## src/hw/rtl/mvp_pkg.sv

```systemverilog
// ----------------------------------------------------------------------------
// mvp_pkg: shared types, constants and functions of the frame parser
// Byte classes passed from the front to the back, phase codes, the
// CRC-16/X.25 byte step and the per-message CRC extra table.
// ----------------------------------------------------------------------------
package mvp_pkg;

    // framing constants
    localparam logic [7:0]  START_BYTE  = 8'hFD;
    localparam logic [15:0] CRC_SEED    = 16'hFFFF;
    localparam logic [23:0] CMD_LONG_ID = 24'd76;
    localparam logic [7:0]  CMD_MIN_LEN = 8'd31;
    localparam logic [7:0]  CMD_OFFSET  = 8'd28;
    localparam logic [7:0]  PARAM_BYTES = 8'd4;

    // default depth of the queue between front and back
    localparam int QUEUE_DEPTH_DEF = 4;

    // receive phase, one-hot
    typedef enum logic [12:0] {
        PH_IDLE     = 13'b0000000000001,
        PH_LEN      = 13'b0000000000010,
        PH_INCOMPAT = 13'b0000000000100,
        PH_COMPAT   = 13'b0000000001000,
        PH_SEQ      = 13'b0000000010000,
        PH_SYS      = 13'b0000000100000,
        PH_COMP     = 13'b0000001000000,
        PH_MID0     = 13'b0000010000000,
        PH_MID1     = 13'b0000100000000,
        PH_MID2     = 13'b0001000000000,
        PH_PAYLOAD  = 13'b0010000000000,
        PH_CRCLO    = 13'b0100000000000,
        PH_CRCHI    = 13'b1000000000000
    } phase_t;

    // byte class handed to the back
    typedef enum logic [3:0] {
        K_START   = 4'd0,
        K_LEN     = 4'd1,
        K_SEQ     = 4'd2,
        K_SYS     = 4'd3,
        K_COMP    = 4'd4,
        K_MID0    = 4'd5,
        K_MID1    = 4'd6,
        K_MID2    = 4'd7,
        K_PAYLOAD = 4'd8,
        K_EMIT    = 4'd9
    } kind_t;

    // one queue entry
    typedef struct packed {
        kind_t      kind;
        logic [7:0] data;
    } entry_t;

    // one CRC-16/X.25 step over a byte
    function automatic logic [15:0] x25_step(input logic [15:0] crc, input logic [7:0] b);
        logic [7:0] t;
        t = b ^ crc[7:0];
        t = t ^ {t[3:0], 4'b0000};
        return {8'h00, crc[15:8]} ^ {t, 8'h00} ^ {5'b00000, t, 3'b000}
               ^ {12'h000, t[7:4]};
    endfunction

    // per-message CRC extra byte
    function automatic logic [7:0] crc_extra(input logic [23:0] id);
        logic [7:0] e;
        unique case (id)
            24'd0:   e = 8'd50;
            24'd24:  e = 8'd24;
            24'd30:  e = 8'd39;
            24'd33:  e = 8'd104;
            24'd65:  e = 8'd118;
            24'd76:  e = 8'd152;
            24'd147: e = 8'd154;
            default: e = 8'd0;
        endcase
        return e;
    endfunction

endpackage

```

## src/hw/rtl/mvp_front.sv

```systemverilog
// ----------------------------------------------------------------------------
// mvp_front: byte classifier of the frame parser
// Tracks the receive phase, runs the CRC and the length count, and pushes
// one classified entry per byte that the back needs, plus an emit entry
// for each frame whose CRC checks good.
// ----------------------------------------------------------------------------
module mvp_front (
    input  logic             clk,
    input  logic             rst_n,
    input  logic             in_valid,
    output logic             in_ready,
    input  logic [7:0]       rx_byte,
    input  logic             queue_full,
    output logic             push_valid,
    output mvp_pkg::entry_t  push_entry
);

    mvp_pkg::phase_t phase_reg, phase_next;
    logic [15:0]     crc_reg, crc_next;
    logic [7:0]      len_reg, len_next;
    logic [7:0]      idx_reg, idx_next;
    logic [23:0]     mid_reg, mid_next;

    logic            take;
    logic [15:0]     crc_byte;
    logic [15:0]     crc_fin;

    assign in_ready = ~queue_full;
    assign take     = in_valid & in_ready;

    // crc over the incoming byte and over the extra byte
    assign crc_byte = mvp_pkg::x25_step(crc_reg, rx_byte);
    assign crc_fin  = mvp_pkg::x25_step(crc_reg, mvp_pkg::crc_extra(mid_reg));

    // phase sequencing and classification
    always_comb
    begin
        phase_next       = phase_reg;
        crc_next         = crc_reg;
        len_next         = len_reg;
        idx_next         = idx_reg;
        mid_next         = mid_reg;
        push_valid       = 1'b0;
        push_entry.kind  = mvp_pkg::K_START;
        push_entry.data  = rx_byte;
        if (take)
        begin
            unique case (phase_reg)
                mvp_pkg::PH_LEN:
                begin
                    len_next        = rx_byte;
                    crc_next        = crc_byte;
                    push_valid      = 1'b1;
                    push_entry.kind = mvp_pkg::K_LEN;
                    phase_next      = mvp_pkg::PH_INCOMPAT;
                end
                mvp_pkg::PH_INCOMPAT:
                begin
                    crc_next   = crc_byte;
                    phase_next = mvp_pkg::PH_COMPAT;
                end
                mvp_pkg::PH_COMPAT:
                begin
                    crc_next   = crc_byte;
                    phase_next = mvp_pkg::PH_SEQ;
                end
                mvp_pkg::PH_SEQ:
                begin
                    crc_next        = crc_byte;
                    push_valid      = 1'b1;
                    push_entry.kind = mvp_pkg::K_SEQ;
                    phase_next      = mvp_pkg::PH_SYS;
                end
                mvp_pkg::PH_SYS:
                begin
                    crc_next        = crc_byte;
                    push_valid      = 1'b1;
                    push_entry.kind = mvp_pkg::K_SYS;
                    phase_next      = mvp_pkg::PH_COMP;
                end
                mvp_pkg::PH_COMP:
                begin
                    crc_next        = crc_byte;
                    push_valid      = 1'b1;
                    push_entry.kind = mvp_pkg::K_COMP;
                    phase_next      = mvp_pkg::PH_MID0;
                end
                mvp_pkg::PH_MID0:
                begin
                    mid_next        = {16'h0000, rx_byte};
                    crc_next        = crc_byte;
                    push_valid      = 1'b1;
                    push_entry.kind = mvp_pkg::K_MID0;
                    phase_next      = mvp_pkg::PH_MID1;
                end
                mvp_pkg::PH_MID1:
                begin
                    mid_next        = {mid_reg[23:16], rx_byte, mid_reg[7:0]};
                    crc_next        = crc_byte;
                    push_valid      = 1'b1;
                    push_entry.kind = mvp_pkg::K_MID1;
                    phase_next      = mvp_pkg::PH_MID2;
                end
                mvp_pkg::PH_MID2:
                begin
                    mid_next        = {rx_byte, mid_reg[15:0]};
                    crc_next        = crc_byte;
                    push_valid      = 1'b1;
                    push_entry.kind = mvp_pkg::K_MID2;
                    phase_next      = (len_reg == 8'd0) ? mvp_pkg::PH_CRCLO
                                                        : mvp_pkg::PH_PAYLOAD;
                end
                mvp_pkg::PH_PAYLOAD:
                begin
                    crc_next        = crc_byte;
                    idx_next        = idx_reg + 8'd1;
                    push_valid      = 1'b1;
                    push_entry.kind = mvp_pkg::K_PAYLOAD;
                    if ({1'b0, idx_reg} + 9'd1 >= {1'b0, len_reg})
                    begin
                        phase_next = mvp_pkg::PH_CRCLO;
                    end
                end
                mvp_pkg::PH_CRCLO:
                begin
                    // mismatch drops the frame, this byte is not a start byte
                    if (crc_fin[7:0] != rx_byte)
                    begin
                        phase_next = mvp_pkg::PH_IDLE;
                    end
                    else
                    begin
                        crc_next   = crc_fin;
                        phase_next = mvp_pkg::PH_CRCHI;
                    end
                end
                mvp_pkg::PH_CRCHI:
                begin
                    if (crc_reg[15:8] == rx_byte)
                    begin
                        push_valid      = 1'b1;
                        push_entry.kind = mvp_pkg::K_EMIT;
                    end
                    phase_next = mvp_pkg::PH_IDLE;
                end
                default:
                begin
                    // hunting for the start byte
                    phase_next = mvp_pkg::PH_IDLE;
                    if (rx_byte == mvp_pkg::START_BYTE)
                    begin
                        crc_next        = mvp_pkg::CRC_SEED;
                        idx_next        = 8'd0;
                        mid_next        = 24'd0;
                        push_valid      = 1'b1;
                        push_entry.kind = mvp_pkg::K_START;
                        phase_next      = mvp_pkg::PH_LEN;
                    end
                end
            endcase
        end
    end

    // state registers
    always_ff @(posedge clk or negedge rst_n)
    begin
        if (!rst_n)
        begin
            phase_reg <= mvp_pkg::PH_IDLE;
            crc_reg   <= mvp_pkg::CRC_SEED;
            len_reg   <= 8'd0;
            idx_reg   <= 8'd0;
            mid_reg   <= 24'd0;
        end
        else
        begin
            phase_reg <= phase_next;
            crc_reg   <= crc_next;
            len_reg   <= len_next;
            idx_reg   <= idx_next;
            mid_reg   <= mid_next;
        end
    end

endmodule

```

## src/hw/rtl/mvp_queue.sv

```systemverilog
// ----------------------------------------------------------------------------
// mvp_queue: entry queue between front and back
// Small circular buffer of classified bytes; push and pop in the same
// cycle are allowed, also when full.
// ----------------------------------------------------------------------------
module mvp_queue #(
    parameter int DEPTH = mvp_pkg::QUEUE_DEPTH_DEF
) (
    input  logic             clk,
    input  logic             rst_n,
    input  logic             push_valid,
    input  mvp_pkg::entry_t  push_entry,
    output logic             full,
    output logic             pop_valid,
    input  logic             pop_ready,
    output mvp_pkg::entry_t  pop_entry
);

    localparam int AW = (DEPTH > 1) ? $clog2(DEPTH) : 1;
    localparam int CW = $clog2(DEPTH + 1);
    localparam logic [AW-1:0] LAST = AW'(DEPTH - 1);
    localparam logic [CW-1:0] FULL_COUNT = CW'(DEPTH);

    mvp_pkg::entry_t mem [DEPTH];
    logic [AW-1:0]   wr_ptr_reg, wr_ptr_next;
    logic [AW-1:0]   rd_ptr_reg, rd_ptr_next;
    logic [CW-1:0]   count_reg, count_next;
    logic            do_push;
    logic            do_pop;

    assign full      = (count_reg == FULL_COUNT);
    assign pop_valid = (count_reg != '0);
    assign pop_entry = mem[rd_ptr_reg];
    assign do_pop    = pop_valid & pop_ready;
    assign do_push   = push_valid & (~full | do_pop);

    // pointer and fill count update
    always_comb
    begin
        wr_ptr_next = wr_ptr_reg;
        rd_ptr_next = rd_ptr_reg;
        count_next  = count_reg;
        if (do_push)
        begin
            wr_ptr_next = (wr_ptr_reg == LAST) ? '0 : wr_ptr_reg + AW'(1);
        end
        if (do_pop)
        begin
            rd_ptr_next = (rd_ptr_reg == LAST) ? '0 : rd_ptr_reg + AW'(1);
        end
        if (do_push && !do_pop)
        begin
            count_next = count_reg + CW'(1);
        end
        else if (do_pop && !do_push)
        begin
            count_next = count_reg - CW'(1);
        end
    end

    always_ff @(posedge clk or negedge rst_n)
    begin
        if (!rst_n)
        begin
            wr_ptr_reg <= '0;
            rd_ptr_reg <= '0;
            count_reg  <= '0;
        end
        else
        begin
            wr_ptr_reg <= wr_ptr_next;
            rd_ptr_reg <= rd_ptr_next;
            count_reg  <= count_next;
        end
    end

    // entry storage
    always_ff @(posedge clk)
    begin
        if (do_push)
        begin
            mem[wr_ptr_reg] <= push_entry;
        end
    end

endmodule

```

## src/hw/rtl/mvp_back.sv

```systemverilog
// ----------------------------------------------------------------------------
// mvp_back: field capture and descriptor output of the frame parser
// Pops classified bytes, captures header fields and the command bytes,
// and loads the output register on each emit entry.
// ----------------------------------------------------------------------------
module mvp_back (
    input  logic             clk,
    input  logic             rst_n,
    input  logic             pop_valid,
    output logic             pop_ready,
    input  mvp_pkg::entry_t  pop_entry,
    output logic             out_valid,
    input  logic             out_ready,
    output logic [23:0]      message_id,
    output logic [7:0]       sequence_res,
    output logic [7:0]       sender_system,
    output logic [7:0]       sender_component,
    output logic [7:0]       payload_length,
    output logic             command_valid,
    output logic [15:0]      command_code,
    output logic [31:0]      param1_bits
);

    // frame capture
    logic [7:0]  len_reg, len_next;
    logic [7:0]  seq_reg, seq_next;
    logic [7:0]  sys_reg, sys_next;
    logic [7:0]  comp_reg, comp_next;
    logic [23:0] mid_reg, mid_next;
    logic [7:0]  idx_reg, idx_next;
    logic [15:0] cmd_reg, cmd_next;
    logic [31:0] param_reg, param_next;

    // output register
    logic        out_valid_reg, out_valid_next;
    logic [23:0] o_mid_reg, o_mid_next;
    logic [7:0]  o_seq_reg, o_seq_next;
    logic [7:0]  o_sys_reg, o_sys_next;
    logic [7:0]  o_comp_reg, o_comp_next;
    logic [7:0]  o_len_reg, o_len_next;
    logic        o_cv_reg, o_cv_next;
    logic [15:0] o_cmd_reg, o_cmd_next;
    logic [31:0] o_par_reg, o_par_next;

    logic        is_emit;
    logic        slot_free;
    logic        take;
    logic        is_cmd;
    logic [7:0]  b;

    assign b         = pop_entry.data;
    assign is_emit   = (pop_entry.kind == mvp_pkg::K_EMIT);
    assign slot_free = ~out_valid_reg | out_ready;
    assign pop_ready = ~is_emit | slot_free;
    assign take      = pop_valid & pop_ready;
    assign is_cmd    = (mid_reg == mvp_pkg::CMD_LONG_ID) && (len_reg >= mvp_pkg::CMD_MIN_LEN);

    // entry execution
    always_comb
    begin
        len_next       = len_reg;
        seq_next       = seq_reg;
        sys_next       = sys_reg;
        comp_next      = comp_reg;
        mid_next       = mid_reg;
        idx_next       = idx_reg;
        cmd_next       = cmd_reg;
        param_next     = param_reg;
        out_valid_next = out_valid_reg & ~out_ready;
        o_mid_next     = o_mid_reg;
        o_seq_next     = o_seq_reg;
        o_sys_next     = o_sys_reg;
        o_comp_next    = o_comp_reg;
        o_len_next     = o_len_reg;
        o_cv_next      = o_cv_reg;
        o_cmd_next     = o_cmd_reg;
        o_par_next     = o_par_reg;
        if (take)
        begin
            unique case (pop_entry.kind)
                mvp_pkg::K_START:
                begin
                    idx_next   = 8'd0;
                    mid_next   = 24'd0;
                    cmd_next   = 16'h0000;
                    param_next = 32'h0000_0000;
                end
                mvp_pkg::K_LEN:  len_next  = b;
                mvp_pkg::K_SEQ:  seq_next  = b;
                mvp_pkg::K_SYS:  sys_next  = b;
                mvp_pkg::K_COMP: comp_next = b;
                mvp_pkg::K_MID0: mid_next  = {16'h0000, b};
                mvp_pkg::K_MID1: mid_next  = {mid_reg[23:16], b, mid_reg[7:0]};
                mvp_pkg::K_MID2: mid_next  = {b, mid_reg[15:0]};
                mvp_pkg::K_PAYLOAD:
                begin
                    // param1 bytes, then the command word
                    if (idx_reg < mvp_pkg::PARAM_BYTES)
                    begin
                        unique case (idx_reg[1:0])
                            2'd0:    param_next[7:0]   = b;
                            2'd1:    param_next[15:8]  = b;
                            2'd2:    param_next[23:16] = b;
                            default: param_next[31:24] = b;
                        endcase
                    end
                    else if (idx_reg == mvp_pkg::CMD_OFFSET)
                    begin
                        cmd_next[7:0] = b;
                    end
                    else if (idx_reg == mvp_pkg::CMD_OFFSET + 8'd1)
                    begin
                        cmd_next[15:8] = b;
                    end
                    idx_next = idx_reg + 8'd1;
                end
                mvp_pkg::K_EMIT:
                begin
                    out_valid_next = 1'b1;
                    o_mid_next     = mid_reg;
                    o_seq_next     = seq_reg;
                    o_sys_next     = sys_reg;
                    o_comp_next    = comp_reg;
                    o_len_next     = len_reg;
                    o_cv_next      = is_cmd;
                    o_cmd_next     = is_cmd ? cmd_reg : 16'h0000;
                    o_par_next     = is_cmd ? param_reg : 32'h0000_0000;
                end
                default:
                begin
                end
            endcase
        end
    end

    // control and capture registers
    always_ff @(posedge clk or negedge rst_n)
    begin
        if (!rst_n)
        begin
            out_valid_reg <= 1'b0;
            len_reg       <= 8'd0;
            seq_reg       <= 8'd0;
            sys_reg       <= 8'd0;
            comp_reg      <= 8'd0;
            mid_reg       <= 24'd0;
            idx_reg       <= 8'd0;
            cmd_reg       <= 16'h0000;
            param_reg     <= 32'h0000_0000;
        end
        else
        begin
            out_valid_reg <= out_valid_next;
            len_reg       <= len_next;
            seq_reg       <= seq_next;
            sys_reg       <= sys_next;
            comp_reg      <= comp_next;
            mid_reg       <= mid_next;
            idx_reg       <= idx_next;
            cmd_reg       <= cmd_next;
            param_reg     <= param_next;
        end
    end

    // descriptor payload
    always_ff @(posedge clk)
    begin
        o_mid_reg  <= o_mid_next;
        o_seq_reg  <= o_seq_next;
        o_sys_reg  <= o_sys_next;
        o_comp_reg <= o_comp_next;
        o_len_reg  <= o_len_next;
        o_cv_reg   <= o_cv_next;
        o_cmd_reg  <= o_cmd_next;
        o_par_reg  <= o_par_next;
    end

    assign out_valid        = out_valid_reg;
    assign message_id       = o_mid_reg;
    assign sequence_res     = o_seq_reg;
    assign sender_system    = o_sys_reg;
    assign sender_component = o_comp_reg;
    assign payload_length   = o_len_reg;
    assign command_valid    = o_cv_reg;
    assign command_code     = o_cmd_reg;
    assign param1_bits      = o_par_reg;

endmodule

```

## src/hw/rtl/mavlink_v2_frame_parser_unit.sv

```systemverilog
// ----------------------------------------------------------------------------
// mavlink_v2_frame_parser_unit: v2 receive frame parser with X.25 CRC check
// Hunts the start byte, checks the frame CRC with the per-message extra
// byte and emits one descriptor per good frame.
//
//   channel   direction  handshake            payload
//   input     in         in_valid / in_ready  rx_byte
//   output    out        out_valid/out_ready  message_id .. param1_bits
//
// One byte per cycle is taken while in_ready is high; the front classifies a
// byte and updates the CRC in the cycle it is accepted, the back executes it
// from the queue and loads its output register on the emit entry that a good
// CRC high byte produces. in_ready drops only when the queue is full, which
// happens when the output register holds an untaken descriptor and the back stalls.
// Reset returns to hunting with an empty queue and no pending descriptor.
// ----------------------------------------------------------------------------
module mavlink_v2_frame_parser_unit #(
    parameter int QUEUE_DEPTH = mvp_pkg::QUEUE_DEPTH_DEF
) (
    input  logic        clk,
    input  logic        rst_n,
    input  logic        in_valid,
    output logic        in_ready,
    input  logic [7:0]  rx_byte,
    output logic        out_valid,
    input  logic        out_ready,
    output logic [23:0] message_id,
    output logic [7:0]  sequence_res,
    output logic [7:0]  sender_system,
    output logic [7:0]  sender_component,
    output logic [7:0]  payload_length,
    output logic        command_valid,
    output logic [15:0] command_code,
    output logic [31:0] param1_bits
);

    logic            queue_full;
    logic            push_valid;
    mvp_pkg::entry_t push_entry;
    logic            pop_valid;
    logic            pop_ready;
    mvp_pkg::entry_t pop_entry;

    // byte classifier and crc
    mvp_front u_front (
        .clk        (clk),
        .rst_n      (rst_n),
        .in_valid   (in_valid),
        .in_ready   (in_ready),
        .rx_byte    (rx_byte),
        .queue_full (queue_full),
        .push_valid (push_valid),
        .push_entry (push_entry)
    );

    // queue between front and back
    mvp_queue #(
        .DEPTH (QUEUE_DEPTH)
    ) u_queue (
        .clk        (clk),
        .rst_n      (rst_n),
        .push_valid (push_valid),
        .push_entry (push_entry),
        .full       (queue_full),
        .pop_valid  (pop_valid),
        .pop_ready  (pop_ready),
        .pop_entry  (pop_entry)
    );

    // field capture and descriptor output
    mvp_back u_back (
        .clk              (clk),
        .rst_n            (rst_n),
        .pop_valid        (pop_valid),
        .pop_ready        (pop_ready),
        .pop_entry        (pop_entry),
        .out_valid        (out_valid),
        .out_ready        (out_ready),
        .message_id       (message_id),
        .sequence_res     (sequence_res),
        .sender_system    (sender_system),
        .sender_component (sender_component),
        .payload_length   (payload_length),
        .command_valid    (command_valid),
        .command_code     (command_code),
        .param1_bits      (param1_bits)
    );

endmodule

```

## config.mk

```make
export PLATFORM = sky130hd
export DESIGN_NAME = mavlink_v2_frame_parser_unit
export DESIGN_NICKNAME = d
export VERILOG_FILES = /design/src/hw/rtl/mvp_pkg.sv /design/src/hw/rtl/mvp_front.sv /design/src/hw/rtl/mvp_queue.sv /design/src/hw/rtl/mvp_back.sv /design/src/hw/rtl/mavlink_v2_frame_parser_unit.sv
export SDC_FILE = /design/constraint.sdc
export NUM_CORES = 1
export LEC_CHECK = 0
export ABC_AREA = 1
export BUFFER_PORTS_ARGS = -buffer_cell sky130_fd_sc_hd__buf_2
export CORE_MARGIN = 5
export CORE_UTILIZATION = 30
export CTS_CLUSTER_DIAMETER = 120
export DETAILED_ROUTE_END_ITERATION = 16
export MAX_ROUTING_LAYER = met4
export PLACE_DENSITY = 0.48
export SYNTH_ARGS = -nofsm -noshare
export SYNTH_HDL_FRONTEND = slang
export SYNTH_SLANG_ARGS = --single-unit
```

## constraint.sdc

```tcl
create_clock -name clk -period 5.3 [get_ports clk]
set_clock_uncertainty 0.05 [all_clocks]
set_input_delay 0.53 -clock clk [delete_from_list [all_inputs] [get_ports clk]]
set_output_delay 0.53 -clock clk [all_outputs]
set_load 0.1 [all_outputs]
```

==> results of run 1 <==
## layer usage
layer | up-vias | global-route usage | part of all wire
li1 | 5577 | - | -
met1 | 5357 | 0.182 | 0.46
met2 | 234 | 0.219 | 0.47
met3 | 58 | 0.0232 | 0.049
met4 | 0 | 0.0392 | 0.021
met5 | - | - | 0
## power by group through the flow
stage	Sequential (uW)	Clock (uW)	Combinational, uW
2_1_floorplan	6290	0	2060
3_3_place_gp	4300	0	5090
3_5_place_dp	4310	0	5120
4_1_cts	4260	2980	5140
5_1_grt	4350	3100	5490
6_report	4250	2890	5070
## logic make-up after synthesis
| group | share of synthesized area |
|---|---|
| AO/OA/AOI/OAI | 0.0946 |
| XOR/XNOR | 0.0226 |
| adder cells (fa/ha/maj) | 0.0166 |
| buffers and inverters | 0.0665 |
| flip-flops | 0.603 |
| AND/OR/NAND/NOR | 0.197 |
## final cells by class
cell class | count | area [um^2]
fill | 5254 | 33100
clock buffer | 50 | 1120
sequential | 342 | 9350
inverter | 210 | 793
timing repair buffer | 129 | 694
tap | 680 | 851
clock inverter | 24 | 288
multi-input combinational | 990 | 5130
## worst max-delay path, stage by stage (launching register included)
cell and delay (ns):
sky130_fd_sc_hd__dfrtp_1 0.40, sky130_fd_sc_hd__nor2_1 0.17, sky130_fd_sc_hd__nand2_2 0.16, sky130_fd_sc_hd__nor2_4 0.19, sky130_fd_sc_hd__inv_2 0.08, sky130_fd_sc_hd__nor4_4 0.41, sky130_fd_sc_hd__nor2_1 0.13, sky130_fd_sc_hd__nand4_1 0.10
sky130_fd_sc_hd__nor2_1 0.06, sky130_fd_sc_hd__nand2_1 0.10, sky130_fd_sc_hd__nand3_1 0.23, sky130_fd_sc_hd__inv_1 0.21, sky130_fd_sc_hd__ha_1 0.16, sky130_fd_sc_hd__inv_1 0.07, sky130_fd_sc_hd__fa_1 0.38, sky130_fd_sc_hd__a21oi_1 0.15
sky130_fd_sc_hd__o21ai_0 0.13, sky130_fd_sc_hd__xor2_1 0.16
## worst max path at each step
stage | from | to | slack, ns | depth (start not counted)
final | u_front.phase_reg[5] | u_queue.count_reg[2] | 1.86 | 17
after global placement | u_queue.rd_ptr_reg[1] | u_back.param1_bits[30] | 1.92 | 11
after detailed placement | u_queue.rd_ptr_reg[1] | u_back.param1_bits[31] | 1.85 | 11
after CTS | u_queue.rd_ptr_reg[1] | u_back.param1_bits[18] | 1.82 | 11
after global routing | u_queue.rd_ptr_reg[1] | u_back.param1_bits[24] | 1.46 | 11
after floorplan | u_queue.rd_ptr_reg[0] | u_back.command_code[0] | 1.23 | 12
## stage by stage
step	area, um^2	hold WS, ns	power (uW)	setup slack [ns]	util
floorplan	15500	0.184	8350	1.23	-
global placement	16800	0.385	9380	1.92	0.328
detailed placement	16800	0.384	9430	1.85	0.328
CTS	18200	0.0551	12400	1.82	0.355
global route	18200	0.0851	12900	1.46	0.355
finish	18200	0.0313	12200	1.86	0.355
## Yosys cell counts, drive strengths merged (10+ instances only)
library cell | n | area share
a21oi | 45 | 0.015
a32oi | 10 | 0.0061
buf | 26 | 0.012
clkbuf | 16 | 0.0039
dfrtp | 172 | 0.28
dfstp | 17 | 0.029
edfxtp | 153 | 0.30
ha | 19 | 0.015
inv | 206 | 0.050
nand2 | 345 | 0.088
nand3 | 98 | 0.036
nand4 | 31 | 0.013
nor2 | 160 | 0.041
nor3 | 26 | 0.0084
nor4 | 13 | 0.0062
o211ai | 19 | 0.0095
o21ai | 129 | 0.043
o22ai | 16 | 0.0065
o31ai | 17 | 0.0086
xnor2 | 22 | 0.012
xor2 | 18 | 0.010
==> load_flow_metrics.sql, run 1 <==
INSERT INTO impl_metrics (metric_group, metric, value, unit) VALUES
('pwr', 'part_of_the_power_in_registers', '0.348', ''),
('worst_hold_path', 'timing.hold.worst.class', 'in2async', ''),
('placed_design', 'post-dp-hpwl', '26500', 'um'),
('cts', 'worstSkewPairLatency', '0.55', 'ns'),
('finish', 'layout.cells.non_filler', '2425', ''),
('floorplanning', 'die_x', '237', 'um'),
('outcome', 'status', 'completed', ''),
('setup_path', 'arrival', '3.82', 'ns'),
('floorplanning', 'fp.coreArea', '51300', 'um^2'),
('yosys', 'synthesis.yosys.warnings', '0', ''),
('job', 'cap_violations', '0', ''),
('yosys', 'ys_seq_area_frac', '0.603', ''),
('timing', 'slew_violations', '0', ''),
('placed_design', 'dp_cells', '2351', ''),
('route', 'antenna_left', '0', ''),
('route', 'wl', '37800', 'um'),
('setup_path', 'reg2reg_depth', '17', ''),
('setup_path', 'cp_max_fo', '8', ''),
('yosys', 'synth_area', '15500', 'um^2'),
('timing', 'setup_total_negative_slack', '0', 'ns'),
('setup_path', 'critical_path_class', 'reg2reg', ''),
('timing', 'hold_viol_final', '0', ''),
('setup_path', 'worst-r2r-setup-slack', '1.86', 'ns'),
('finish', 'layout.nets', '1745', ''),
('global_route', 'global_route_wire_length_before_repair', '61200', 'um'),
('route', 'post_drt_wl_per_cell', '15.6', 'um'),
('global_route', 'grt_pass1_vias', '10900', ''),
('timing', 'final.period_utilization', '0.650', ''),
('cts', 'clock-sinks', '342', ''),
('finish', 'fraction_of_final_layout_cells_with_drive_strength_greater_than_1', '0.160', ''),
('cts', 'cts_buffer_depth', '3', ''),
('finish', 'final_common_cell', 'sky130_fd_sc_hd__nand2_1', ''),
('pwr', 'power_density', '670', 'nW/um^2'),
('setup_path', 'regToRegEndpoint', 'u_queue.count_reg[2]', ''),
('cts', 'ctsResizeCount', '0', ''),
('floorplanning', 'initial_utilization', '0.302', ''),
('timing', 'maxSlewHeadroom', '0.283', ''),
('cts', 'cts_buffers', '40', ''),
('global_route', 'overflow', '0', ''),
('placed_design', 'io_buffers', '118', ''),
('route', 'initialDrtViolationCount', '695', ''),
('cts', 'cts.clk_slew.worst_paths', '0.06', 'ns'),
('pwr', 'power_leakage', '0.00754', 'uW'),
('finish', 'commonest_non_fill_non_tap_cells_in_the_layout', '332 x sky130_fd_sc_hd__nand2_1, 189 x sky130_fd_sc_hd__inv_1, 172 x sky130_fd_sc_hd__dfrtp_1', ''),
('yosys', 'postSynthCellCount', '1584', ''),
('finish', 'largest_register_ffs', '48', ''),
('pwr', 'power_switching', '5680', 'uW'),
('yosys', 'synth_enable_flop_cells', '153', ''),
('yosys', 'leading_register_cell_type_out_of_synthesis', 'sky130_fd_sc_hd__dfrtp_1', ''),
('timing', 'worst_slew_pin_slew', '1.07', 'ns'),
('pwr', 'internal-power', '6530', 'uW'),
('timing', 'final_count_of_negative_setup_slack_endpoints', '0', ''),
('finish', 'antenna_cells_inserted', '0', ''),
('setup_path', 'cp_data_required_time', '5.68', 'ns'),
('global_route', 'largest_net_degree_at_the_start_of_global_routing', '97', ''),
('timing', 'layout_min_cycle_time', '3.44', 'ns'),
('yosys', 'syn_nets', '1616', ''),
('pwr', 'vdd_drop_max', '0.325', 'mV'),
('route', 'detail_route.first_pass.iterations', '7', ''),
('global_route', 'gr-usage-all-layers', '0.137', ''),
('yosys', 'ys_types', '54', ''),
('pwr', 'power_frac_clock', '0.237', ''),
('pwr', 'proportion_of_power_drawn_by_combinational_gates', '0.415', ''),
('timing', 'rsz0062_at_grt', 'false', ''),
('floorplanning', 'rows', '83', ''),
('global_route', 'number_of_antenna_violations_at_the_first_check_in_global_routing', '0', ''),
('cts', 'clock_tree.root_cell', 'sky130_fd_sc_hd__clkbuf_16', ''),
('cts', 'cts-hold-fix-buffers', '0', ''),
('placed_design', 'place.gp.congestion', '0.855', ''),
('floorplanning', 'fp.dieH', '237', 'um'),
('cts', 'postcts_setup_bufs', '0', '');
(Power assumes the default switching activity.)
==> run 2, diff against run 1 <==
ABC_AREA = 0   (was 1)
PLACE_DENSITY = 0.49   (was 0.48)
clock period = 3.1 ns   (was 5.3 ns; I/O delays follow)
==> load_flow_metrics.sql, run 2 <==
INSERT INTO impl_metrics (metric_group, metric, value, unit) VALUES
('global_route', 'global_route_wire_length_before_repair', '57500', 'um'),
('global_route', 'largest_net_degree_at_the_start_of_global_routing', '61', ''),
('floorplanning', 'die_x', '233', 'um'),
('yosys', 'yosysMostFrequentCell', 'sky130_fd_sc_hd__dfrtp_1', ''),
('timing', 'rsz0062_at_grt', 'true', ''),
('worst_hold_path', 'timing.hold.worst.class', 'in2reg', ''),
('setup_path', 'setup.worst_path.end_class', 'register', ''),
('yosys', 'synth.top_cell.area_share', '0.308', ''),
('job', 'cap_violations', '0', ''),
('placed_design', 'io_buffers', '118', ''),
('cts', 'clock_tree.root_cell', 'sky130_fd_sc_hd__clkbuf_16', ''),
('setup_path', 'crit_start', 'u_front.mid_reg[18]', ''),
('cts', 'cts.clk_slew.worst_paths', '0.06', 'ns'),
('yosys', 'synth_seq_cells', '342', ''),
('floorplanning', 'rows', '81', ''),
('route', 'antenna_left', '0', ''),
('finish', 'final_cell_area', '19000', 'um^2'),
('cts', 'cts_buffers', '39', ''),
('finish', 'fraction_of_final_layout_cells_with_drive_strength_greater_than_1', '0.331', ''),
('timing', 'post-route-worst-setup-slack', '-0.229', 'ns'),
('pwr', 'power_leakage', '0.00805', 'uW'),
('yosys', 'synth_area', '14900', 'um^2'),
('cts', 'cts_htree_levels', '2', ''),
('finish', 'final_common_cell', 'sky130_fd_sc_hd__dfrtp_1', ''),
('pwr', 'power_density', '943', 'nW/um^2'),
('worst_hold_path', 'worst_hold_startpoint', 'rx_byte[1]', ''),
('floorplanning', 'fp.coreArea', '49100', 'um^2'),
('yosys', 'syn_nets', '1210', ''),
('setup_path', 'cp-start-kind', 'register', ''),
('placed_design', 'place.gp.congestion', '0.854', ''),
('timing', 'layout_min_cycle_time', '3.33', 'ns'),
('yosys', 'synth_enable_flop_cells', '153', ''),
('pwr', 'total_power', '17900', 'uW'),
('floorplanning', 'design.die.area', '54300', 'um^2'),
('placed_design', 'placedInstanceArea', '17400', 'um^2'),
('yosys', 'ys_seq_area_frac', '0.627', ''),
('finish', 'area_growth_syn_to_layout', '27.2', '%'),
('finish', 'commonest_non_fill_non_tap_cells_in_the_layout', '170 x sky130_fd_sc_hd__dfrtp_1, 153 x sky130_fd_sc_hd__edfxtp_1, 144 x sky130_fd_sc_hd__nand2_1', ''),
('route', 'post_drt_wl_per_cell', '17.0', 'um'),
('global_route', 'overflow', '0', ''),
('finish', 'antenna_cells_inserted', '0', ''),
('route', 'detail_route.first_pass.iterations', '5', ''),
('cts', 'tritoncts', 'yes', ''),
('yosys', 'postSynthCellCount', '1178', ''),
('setup_path', 'cp_max_fo', '14', ''),
('route', 'vias_per_cell', '4.60', ''),
('setup_path', 'crit-reg2reg-launch', 'u_front.mid_reg[18]', ''),
('timing', 'final.period_utilization', '1.07', ''),
('floorplanning', 'initial_utilization', '0.304', ''),
('timing', 'hold_viol_final', '0', ''),
('cts', 'clock-sinks', '342', ''),
('yosys', 'leading_post_synthesis_cells_by_instance_count', '172 x sky130_fd_sc_hd__dfrtp_1, 153 x sky130_fd_sc_hd__edfxtp_1, 146 x sky130_fd_sc_hd__nand2_1, 80 x sky130_fd_sc_hd__mux2_2, 74 x sky130_fd_sc_hd__o21ai_0', ''),
('yosys', 'synthesis.yosys.warnings', '0', ''),
('timing', 'max_clock_freq', '0.300', 'GHz'),
('global_route', 'gr-usage-all-layers', '0.137', ''),
('outcome', 'failed_checks', 'setup timing', ''),
('timing', 'worst_slew_pin_slew', '0.783', 'ns'),
('global_route', 'grt_pass1_vias', '10100', ''),
('floorplanning', 'fp.dieH', '233', 'um'),
('finish', 'layout.core_utilization', '0.387', ''),
('yosys', 'ys_types', '68', ''),
('timing', 'slew_violations', '0', ''),
('route', 'initialDrtViolationCount', '596', ''),
('yosys', 'leading_register_cell_type_out_of_synthesis', 'sky130_fd_sc_hd__dfrtp_1', ''),
('pwr', 'vdd_drop_max', '0.497', 'mV'),
('finish', 'largest_register_ffs', '48', ''),
('route', 'wl', '36300', 'um'),
('route', 'remaining_drcs', '0', ''),
('timing', 'final_count_of_negative_setup_slack_endpoints', '19', ''),
('floorplanning', 'ios', '119', ''),
('setup_path', 'cp_data_required_time', '3.54', 'ns'),
('outcome', 'status', 'complete, but fails checks', ''),
('cts', 'worstSkewPairLatency', '0.56', 'ns'),
('cts', 'cts_buffer_depth', '3', ''),
('setup_path', 'critical_path_class', 'reg2reg', ''),
('yosys', 'synthArstFlopShare', '0.553', ''),
('yosys', 'yosys-top-cells-area', 'sky130_fd_sc_hd__edfxtp_1 31%, sky130_fd_sc_hd__dfrtp_1 29%, sky130_fd_sc_hd__mux2_2 6.0%, sky130_fd_sc_hd__nand2_1 3.7%, sky130_fd_sc_hd__dfstp_2 3.0%', ''),
('setup_path', 'arrival', '3.77', 'ns'),
('global_route', 'number_of_antenna_violations_at_the_first_check_in_global_routing', '0', ''),
('yosys', 'yosys.area.top_type', 'sky130_fd_sc_hd__edfxtp_1', ''),
('placed_design', 'post-dp-hpwl', '25500', 'um'),
('finish', 'layout.nets', '1476', ''),
('timing', 'maxSlewHeadroom', '0.478', ''),
('finish', 'final.fill_count', '4766', ''),
('yosys', 'synth.avg_cell_area', '12.7', 'um^2'),
('route', 'routed-via-count', '9842', '');
==> run 2: cell count changes after synthesis, moves of 22 or more <==
cell                       before  now
sky130_fd_sc_hd__a21oi_1       43   11
sky130_fd_sc_hd__and2_1         0   55
sky130_fd_sc_hd__clkbuf_1      16   44
sky130_fd_sc_hd__inv_1        190   27
sky130_fd_sc_hd__mux2_2         0   80
sky130_fd_sc_hd__nand2_1      332  146
sky130_fd_sc_hd__nand3_1       88   19
sky130_fd_sc_hd__nor2_1       147   53
sky130_fd_sc_hd__o21ai_0      101   74
sky130_fd_sc_hd__xnor2_1       22   44
==> run 2: final timing paths <==
check,endpoint,slack [ns],cells past startpoint
setup reg to reg,u_front.crc_reg[7],-0.23,11
min in group asynchronous,u_front.idx_reg[3],0.28,2
hold / removal,u_queue.mem[3][1],0.14,2
hold reg to reg,u_back.sequence_res[5],0.39,0
max in group asynchronous,u_front.crc_reg[13],1.88,3
setup / recovery,u_front.crc_reg[7],-0.23,11
==> run 2: kinds of logic (layout without fill, tap and decap cells) <==
| logic type | Yosys count | in the layout | synth area share |
|---|---|---|---|
| fa+ha+maj | 20 | 20 | 0.0173 |
| simple gates | 386 | 386 | 0.134 |
| mux | 107 | 107 | 0.0832 |
| xor+xnor | 75 | 75 | 0.0464 |
| buf+inv | 75 | 372 | 0.0195 |
| compound gates | 173 | 173 | 0.0735 |
| flops | 342 | 342 | 0.627 |
==> run 2: layout make-up <==
type / instances / area [um^2] / share of cell area
well taps: 664 / 831 / 0.0438
inverters: 27 / 101 / 0.00534
multi-input cells: 761 / 5490 / 0.289
clock inverters: 25 / 279 / 0.0147
clock buffers: 47 / 1040 / 0.0546
flip-flops and latches: 342 / 9350 / 0.493
repair buffers: 273 / 1890 / 0.0994
==> run 2: through the flow <==
step | worst slack [ns] | setup TNS (ns) | std cells | hold slack (ns)
floorplan | -0.509 | -55.49 | 1178 | -0.0356
CTS | -0.230 | -3.22 | 2134 | 0.109
finish | -0.229 | -3.18 | 2139 | 0.144
detailed placement | -0.285 | -4.05 | 2051 | 0.298
global placement | -0.242 | -3.41 | 2051 | 0.288
global route | -0.347 | -6.01 | 2139 | 0.130
==> run 2: per-layer routing <==
metal,vias to the layer above,share of wire,wire length (um),GRT usage
met5,-,0,0,-
met2,197,0.46,16600,0.213
met3,60,0.048,1750,0.0277
met4,0,0.021,772,0.0340
met1,4811,0.47,17200,0.186
li1,4774,-,-,-
==> run 2: what timing repair did <==
item,4_1_cts,5_1_grt
hold endpoints to repair,57,0
buffers inserted,10,5
resized for setup,18,10
endpoints found under the setup margin,19,23
hold buffers,1,0
pin swaps,11,6
==> run 2: power by group <==
group / internal (uW) / switching (uW) / leakage (uW) / total [uW]
logic: 1830 / 4990 / 0.00358 / 6830
clock network: 2750 / 1930 / 0.000639 / 4690
registers: 5890 / 497 / 0.00383 / 6390
==> run 2: worst max-delay path: stages, from the launching register on <==
cell and delay (ns):
sky130_fd_sc_hd__dfrtp_1 0.38, sky130_fd_sc_hd__or4_4 0.55, sky130_fd_sc_hd__or3_4 0.42, sky130_fd_sc_hd__buf_4 0.16, sky130_fd_sc_hd__o22ai_2 0.14, sky130_fd_sc_hd__nor2_2 0.08
sky130_fd_sc_hd__xnor2_2 0.15, sky130_fd_sc_hd__or3_4 0.35, sky130_fd_sc_hd__a2111oi_4 0.40, sky130_fd_sc_hd__o21ai_2 0.11, sky130_fd_sc_hd__buf_12 0.17, sky130_fd_sc_hd__mux2_4 0.30
